**src/gkp_pkg.sv**
```systemverilog
// Shared types and constants of the Gabor kernel point evaluator.
// No dependencies; used by every module in src.
`default_nettype none
package gkp_pkg;

  localparam int unsigned COORD_BITS_DEF = 16;
  localparam int unsigned ITERATIONS_DEF = 16;

  localparam logic signed [31:0] TWO_PI_Q28    = 32'sd1686629713;
  localparam logic [64:0]        EXP_LIMIT_Q36 = 65'd12 << 36;

  localparam logic [2:0] REG_COS   = 3'd0;
  localparam logic [2:0] REG_SIN   = 3'd1;
  localparam logic [2:0] REG_GX    = 3'd2;
  localparam logic [2:0] REG_GY    = 3'd3;
  localparam logic [2:0] REG_FREQ  = 3'd4;
  localparam logic [2:0] REG_PHASE = 3'd5;

  localparam logic signed [15:0] COS_RST   = 16'sd16384;
  localparam logic signed [15:0] SIN_RST   = 16'sd0;
  localparam logic [23:0]        GX_RST    = 24'd204800;
  localparam logic [23:0]        GY_RST    = 24'd51200;
  localparam logic [19:0]        FREQ_RST  = 20'd13038;
  localparam logic [15:0]        PHASE_RST = 16'd0;

  // sideband that travels with every pipeline stage
  typedef struct packed {
    logic valid;
    logic last;
    logic under;
  } gkp_side_t;

endpackage
`default_nettype wire

```
**src/gkp_rotate.sv**
```systemverilog
// Two-stage rotation of the request coordinates by the orientation.
// Depends on gkp_pkg.
`default_nettype none
module gkp_rotate #(
  parameter int unsigned COORD_BITS = gkp_pkg::COORD_BITS_DEF
) (
  input  wire                            clk_i,
  input  wire                            rst_ni,
  input  wire logic signed [COORD_BITS-1:0] x_i,
  input  wire logic signed [COORD_BITS-1:0] y_i,
  input  wire logic signed [15:0]        cos_i,
  input  wire logic signed [15:0]        sin_i,
  input  wire gkp_pkg::gkp_side_t        side_i,
  output logic signed [COORD_BITS+3:0]   xr_o,
  output logic signed [COORD_BITS+3:0]   yr_o,
  output gkp_pkg::gkp_side_t             side_o
);
  localparam int unsigned PW = COORD_BITS + 16;
  localparam int unsigned SW = COORD_BITS + 18;
  localparam logic signed [SW-1:0] HALF = SW'(1) << 13;

  logic signed [PW-1:0] xc_q, ys_q, yc_q, xs_q;
  gkp_pkg::gkp_side_t   s1_q;
  logic signed [SW-1:0] sx, sy;

  always_ff @(posedge clk_i or negedge rst_ni) begin
    if (!rst_ni) begin
      s1_q   <= '0;
      side_o <= '0;
    end else begin
      s1_q   <= side_i;
      side_o <= s1_q;
    end
  end

  always_ff @(posedge clk_i) begin
    xc_q <= PW'(x_i) * PW'(cos_i);
    ys_q <= PW'(y_i) * PW'(sin_i);
    yc_q <= PW'(y_i) * PW'(cos_i);
    xs_q <= PW'(x_i) * PW'(sin_i);
  end

  assign sx = SW'(xc_q) + SW'(ys_q) + HALF;
  assign sy = SW'(yc_q) - SW'(xs_q) + HALF;

  always_ff @(posedge clk_i) begin
    xr_o <= sx[SW-1:14];
    yr_o <= sy[SW-1:14];
  end
endmodule
`default_nettype wire

```
**config.mk**
```make
export PLATFORM = sky130hd
export DESIGN_NAME = gkp_rotate
export DESIGN_NICKNAME = d
export VERILOG_FILES = /design/src/gkp_pkg.sv /design/src/gkp_rotate.sv
export SDC_FILE = /design/constraint.sdc
export NUM_CORES = 2
export LEC_CHECK = 0
export BUFFER_PORTS_ARGS = -buffer_cell sky130_fd_sc_hd__clkbuf_2
export CAP_MARGIN = 20
export CORE_MARGIN = 1.5
export CORE_UTILIZATION = 55
export CTS_CLUSTER_SIZE = 8
export DETAILED_ROUTE_END_ITERATION = 6
export GPL_ROUTABILITY_DRIVEN = 0
export PLACE_DENSITY = 0.83
export SLEW_MARGIN = 25
export SYNTH_ARGS = -nofsm -noshare
export SYNTH_HDL_FRONTEND = slang
export SYNTH_SLANG_ARGS = --single-unit
```
**constraint.sdc**
```tcl
create_clock -name clk_i -period 3.4 [get_ports clk_i]
set_input_delay 0.17 -clock clk_i [delete_from_list [all_inputs] [get_ports clk_i]]
set_output_delay 0.17 -clock clk_i [all_outputs]
set_load 0.01 [all_outputs]
```
### After elaboration in Yosys (flattened, before gate mapping)

Index checks and enable logic that the tools add are counted.
W data, S select, Z words.

* register bits: 174
* bits of input ports: 69
* output and inout port bits: 43
* logic and storage cells: 20

* add/sub/neg operators: 4
* $mul: 4

Operators by type and width (count)
* $mul A16 B16 Y32: 4
* $add A33 B15 Y34 const B: 2
* $add A32 B32 Y33: 1
* $sub A32 B32 Y33: 1

### Longest topological paths before layout

* depth after elaboration: 2
* mapped depth: 24
* mapped depth without buffers: 23

### Worst setup path before layout

Ideal clock, no wire load.

* path kind: in2reg
* start point: input x_i[15]
* end point: register xs_q[31]
* library setup time: 0.072 ns
* arrival: 5.806 ns
* data required time: 3.328 ns
* path slack: -2.478 ns
* stages: 22
* buffers on the path: 1
* cells stage by stage: clkbuf_1 nand2_1 inv_1 fa_1 fa_1 fa_1 fa_1 fa_1 inv_1 fa_1 inv_1 ha_1 and3_1 nand3_1 nor3_1 nand3_1 nand3_1 a221o_1 o31a_1 o21a_1 nor2_1 xnor2_1

* cells in the longest elaborated chain, start to end: 1

Ends and longest elaborated chain
* start: declaration: RTL line gkp_rotate.sv:9 `input wire logic signed [COORD_BITS-1:0] x_i,`
* $mul A16 B16 Y32: RTL line gkp_rotate.sv:40 `xs_q <= PW'(x_i) * PW'(sin_i);`
* end signal: assignment: RTL line gkp_rotate.sv:40
* end: declaration: RTL line gkp_rotate.sv:22 `logic signed [PW-1:0] xc_q, ys_q, yc_q, xs_q;`

Every way passes these cells.

### Worst setup path in the final report

* start point: input cos_i[5]
* end point: register yc_q[25]

* cells in the longest elaborated chain, start to end: 1

Ends and longest elaborated chain
* start: declaration: RTL line gkp_rotate.sv:11 `input wire logic signed [15:0] cos_i,`
* $mul A16 B16 Y32: RTL line gkp_rotate.sv:39 `yc_q <= PW'(y_i) * PW'(cos_i);`
* end signal: assignment: RTL line gkp_rotate.sv:39
* end: declaration: RTL line gkp_rotate.sv:22

Every way passes these cells.

==> impl_metrics.sql <==
INSERT INTO impl_metrics (metric_group, metric, value, unit) VALUES
('status', 'run_status', 'finished, violations left', ''),
('status', 'violations', 'DRC, setup timing', ''),
('synthesis', 'synth_sequential_area_ratio', '0.0772', ''),
('clock_network', 'cts_buffers', '17', ''),
('synthesis', 'postSynth.topFlopCell', 'dfxtp_1', ''),
('synthesis', 'synth_edf_count', '0', ''),
('floorplan', 'die-width', '291', 'um'),
('sta', 'final_min_period_over_clock_period', '1.97', ''),
('layout', 'num-nets-final', '7155', ''),
('sta', 'max_slew.worst_pin.slew', '0.659', 'ns'),
('synthesis', 'postSynth.asyncResetShare', '0.0345', ''),
('layout', 'areaGrowthSynthToFinish', '28.8', '%'),
('placed_design', 'placed_instances', '6457', ''),
('sta', 'slew_violations', '0', ''),
('critical_path', 'worstPathCellList', 'clkbuf_8, buf_12, and2_4, fa_1, inv_1, fa_1, fa_1, fa_1, inv_1, fa_1, inv_2, fa_1, inv_2, ha_4, nand4_1, o32ai_4, o21ai_4, o21ai_2, nand3_2, buf_6, nand2_4, a21o_1, a21oi_2, xnor2_2', ''),
('sta', 'clock-skew-final', '0.0211', 'ns'),
('detailed_routing', 'detail_route.drc_violations', '438', ''),
('synthesis', 'mapped_avg_cell_area', '9.41', 'um2'),
('placed_design', 'portBuffers', '111', ''),
('layout', 'final-instance-count-excl-fill', '6694', ''),
('job', 'max-cap-violations', '0', ''),
('synthesis', 'synthTopCellsByArea', 'fa_1 46%, ha_1 12%, inv_1 9.7%, dfxtp_1 7.4%, and2_1 6.9%', ''),
('clock_network', 'max-clock-path-buffers', '2', ''),
('placed_design', 'dp_hpwl', '92700', 'um'),
('synthesis', 'synth_area', '0.0455', 'mm2'),
('synthesis', 'ys_seq_elements', '174', ''),
('synthesis', 'netlist_instances', '4837', ''),
('floorplan', 'start_util', '0.555', ''),
('critical_path', 'worst_path_largest_cell_delay', '0.77', 'ns'),
('sta', 'setup_violations_final', '102', ''),
('floorplan', 'placeableCoreArea', '0.0820', 'mm2'),
('synthesis', 'syn-num-nets', '6406', ''),
('detailed_routing', 'ant_nets', '0', ''),
('sta', 'unrepaired_setup_endpoints_after_global_routing', 'yes', ''),
('grt', 'gr-usage-all-layers', '0.332', ''),
('layout', 'nFillCells', '4671', ''),
('critical_path', 'timing.critical_path.fanout_max', '13', ''),
('floorplan', 'pin_count', '112', ''),
('grt', 'grt_pass1_wl', '218000', 'um'),
('floorplan', 'die-area', '0.0845', 'mm2'),
('grt', 'pin_count_of_the_biggest_net_entering_global_routing', '27', ''),
('clock_network', 'cts_max_level', '4', ''),
('grt', 'global_route.overflow_total', '0', ''),
('floorplan', 'core.rowCount', '105', ''),
('critical_path', 'cell_repeated_most_along_the_worst_path', 'fa_1', ''),
('floorplan', 'die_h', '291', 'um'),
('detailed_routing', 'routed_length_per_placed_instance', '27.3', 'um'),
('sta', 'finalCriticalPeriod', '6.70', 'ns'),
('critical_path', 'worstPathRequired', '3.79', 'ns'),
('clock_network', 'insertion_delay_of_the_later_clocked_pin_in_the_worst_skew_pair', '0.52', 'ns'),
('worst_hold_path', 'holdCritPathClass', 'in2reg', ''),
('critical_path', 'timing_worst_setup_path_type', 'in2reg', ''),
('detailed_routing', 'detail_route.vias_per_cell', '6.26', ''),
('critical_path', 'critPathSlowestCell', 'fa_1', ''),
('detailed_routing', 'finalWirelength', '182000', 'um'),
('clock_network', 'clock_tree.root_cell', 'clkbuf_16', ''),
('synthesis', 'synth-warning-count', '0', ''),
('detailed_routing', 'drtIter0Drc', '6186', ''),
('synthesis', 'yosysTopAreaCellShare', '0.461', ''),
('synthesis', 'top_cell_type_by_total_area_after_synthesis', 'fa_1', ''),
('sta', 'relSlewSlack', '0.561', ''),
('clock_network', 'cts.clk_slew.worst_paths', '0.08', 'ns'),
('clock_network', 'cts_tree', 'yes', ''),
('grt', 'grt_antenna_before_repair', '26', ''),
('synthesis', 'synth_cell_types', '69', ''),
('critical_path', 'wp_data_arrival', '7.09', 'ns'),
('sta', 'timing.final.ws_setup', '-3.30', 'ns'),
('layout', 'layout_commonest_cell', 'inv_1', ''),
('detailed_routing', 'route.vias.total', '41899', ''),
('layout', 'layout.cells.most_common_list', '1078 x inv_1, 982 x fa_1, 598 x buf_4', ''),
('critical_path', 'critPathCaptureType', 'register', ''),
('critical_path', 'startpoint_type', 'input port', ''),
('clock_network', 'cts.sinks', '174', ''),
('detailed_routing', 'first_pass_iters', '7', ''),
('sta', 'achievable-frequency', '149', 'MHz'),
('sta', 'hold_violations', '0', ''),
('grt', 'vias_in_the_first_global_route', '42523', ''),
('layout', 'final_layout_size_suffix_gt1_frac', '0.277', '');
==> metal layers <==
layer	GRT usage	vias to the layer above	routed length, um
met2	0.529	4147	76800
met1	0.380	19932	53300
met3	0.0965	2034	29800
li1	-	15752	-
met5	0.0102	-	879
met4	0.250	34	21700
==> registers in the layout (all words and copies together), names as in the netlist <==
register / cells
s1_q: 3
yc_q: 32
xs_q: 32
side_o: 3
xc_q: 32
xr_o: 20
yr_o: 20
ys_q: 32
==> cells by family (layout without fill, tap and decap cells) <==
kind of cell / count (synthesis) / after routing / share of synthesized area
DFF: 174 / 174 / 0.0772
adders and majority gates: 1500 / 1500 / 0.585
buffers and inverters: 1371 / 2133 / 0.113
AOI/OAI and AO/OA: 346 / 346 / 0.0507
other: 0 / 25 / 0
xor gates and xnor gates: 174 / 174 / 0.0337
and+or+nand+nor: 1272 / 1272 / 0.140
==> cells in the mapped netlist, types with 4 or more instances <==
library cell,instances
or2_2,7
a211oi_1,11
nor4_1,5
ha_1,452
clkbuf_1,190
nor3_1,12
a21boi_0,4
fa_1,1048
a31oi_1,7
o211ai_1,7
a21oi_1,107
and4_1,6
dfrtp_1,6
nor2_1,127
xor2_1,36
nand4_1,10
nand2_1,511
o21a_1,24
nor2b_1,19
o21bai_1,16
nand2b_1,28
and3_1,8
o21ai_1,9
nand3_1,19
nand4b_1,4
inv_1,1179
a21o_1,70
or3_1,6
o21ai_0,47
and2_1,501
xnor2_1,137
dfxtp_1,168
==> layout make-up <==
type,count,area (um2),share of cell area
Clock inverter,13,128,0.00218
Inverter,1180,4430,0.0756
Multi-Input combinational cell,3292,39800,0.679
Sequential cell,174,3510,0.0599
Antenna cell,25,62.6,0.00107
Timing Repair Buffer,921,8930,0.152
Tap cell,1070,1340,0.0228
Clock buffer,19,433,0.00739
==> final timing paths <==
kind | start | to | slack, ns | depth (start not counted)
hold reg to reg | s1_q[1]$_DFF_PN0_ | side_o[1]$_DFF_PN0_ | 0.35 | 0
setup / recovery | cos_i[5] | yc_q[25]$_DFF_P_ | -3.30 | 24
max in group asynchronous | rst_ni | s1_q[2]$_DFF_PN0_ | 2.60 | 3
hold / removal | cos_i[1] | xc_q[1]$_DFF_P_ | 0.26 | 4
setup reg to reg | xs_q[14]$_DFF_P_ | yr_o[14]$_DFF_P_ | 0.10 | 14
min in group asynchronous | rst_ni | side_o[0]$_DFF_PN0_ | 0.59 | 3
==> stage by stage <==
| stage | hold WS, ns | worst slack (ns) | instance area (um2) | setup TNS [ns] | util |
|---|---|---|---|---|---|
| detailed placement | 0.000551 | -2.78 | 53300 | -201.66 | 0.650 |
| global route | 0.237 | -3.15 | 58600 | -200.00 | 0.714 |
| floorplan | -0.126 | -2.24 | 47300 | -130.07 | - |
| finish | 0.256 | -3.30 | 58600 | -197.20 | 0.715 |
| global placement | -0.00725 | -2.59 | 53300 | -192.18 | 0.650 |
| CTS | 0.173 | -2.05 | 56500 | -136.29 | 0.689 |
==> what timing repair did <==
item | in CTS | in global routing
setup endpoints to repair | 99 | 109
hold buffers | 5 | 0
hold endpoints to repair | 9 | 0
setup buffers | 94 | 98
gates cloned | 17 | 6
gates resized for setup | 344 | 370
pin swaps | 196 | 242
==> critical path, delay by kind of cell <==
kind            cells  cell delay [ns]
fa+ha+maj           7             3.86
simple gates        4             0.61
buf+inv             7             0.81
xor+xnor            1             0.33
compound gates      5             1.22
Power is left out: the tool's default activity adds up to more than one toggle a clock period on the data nets, which glitch-free logic cannot reach.
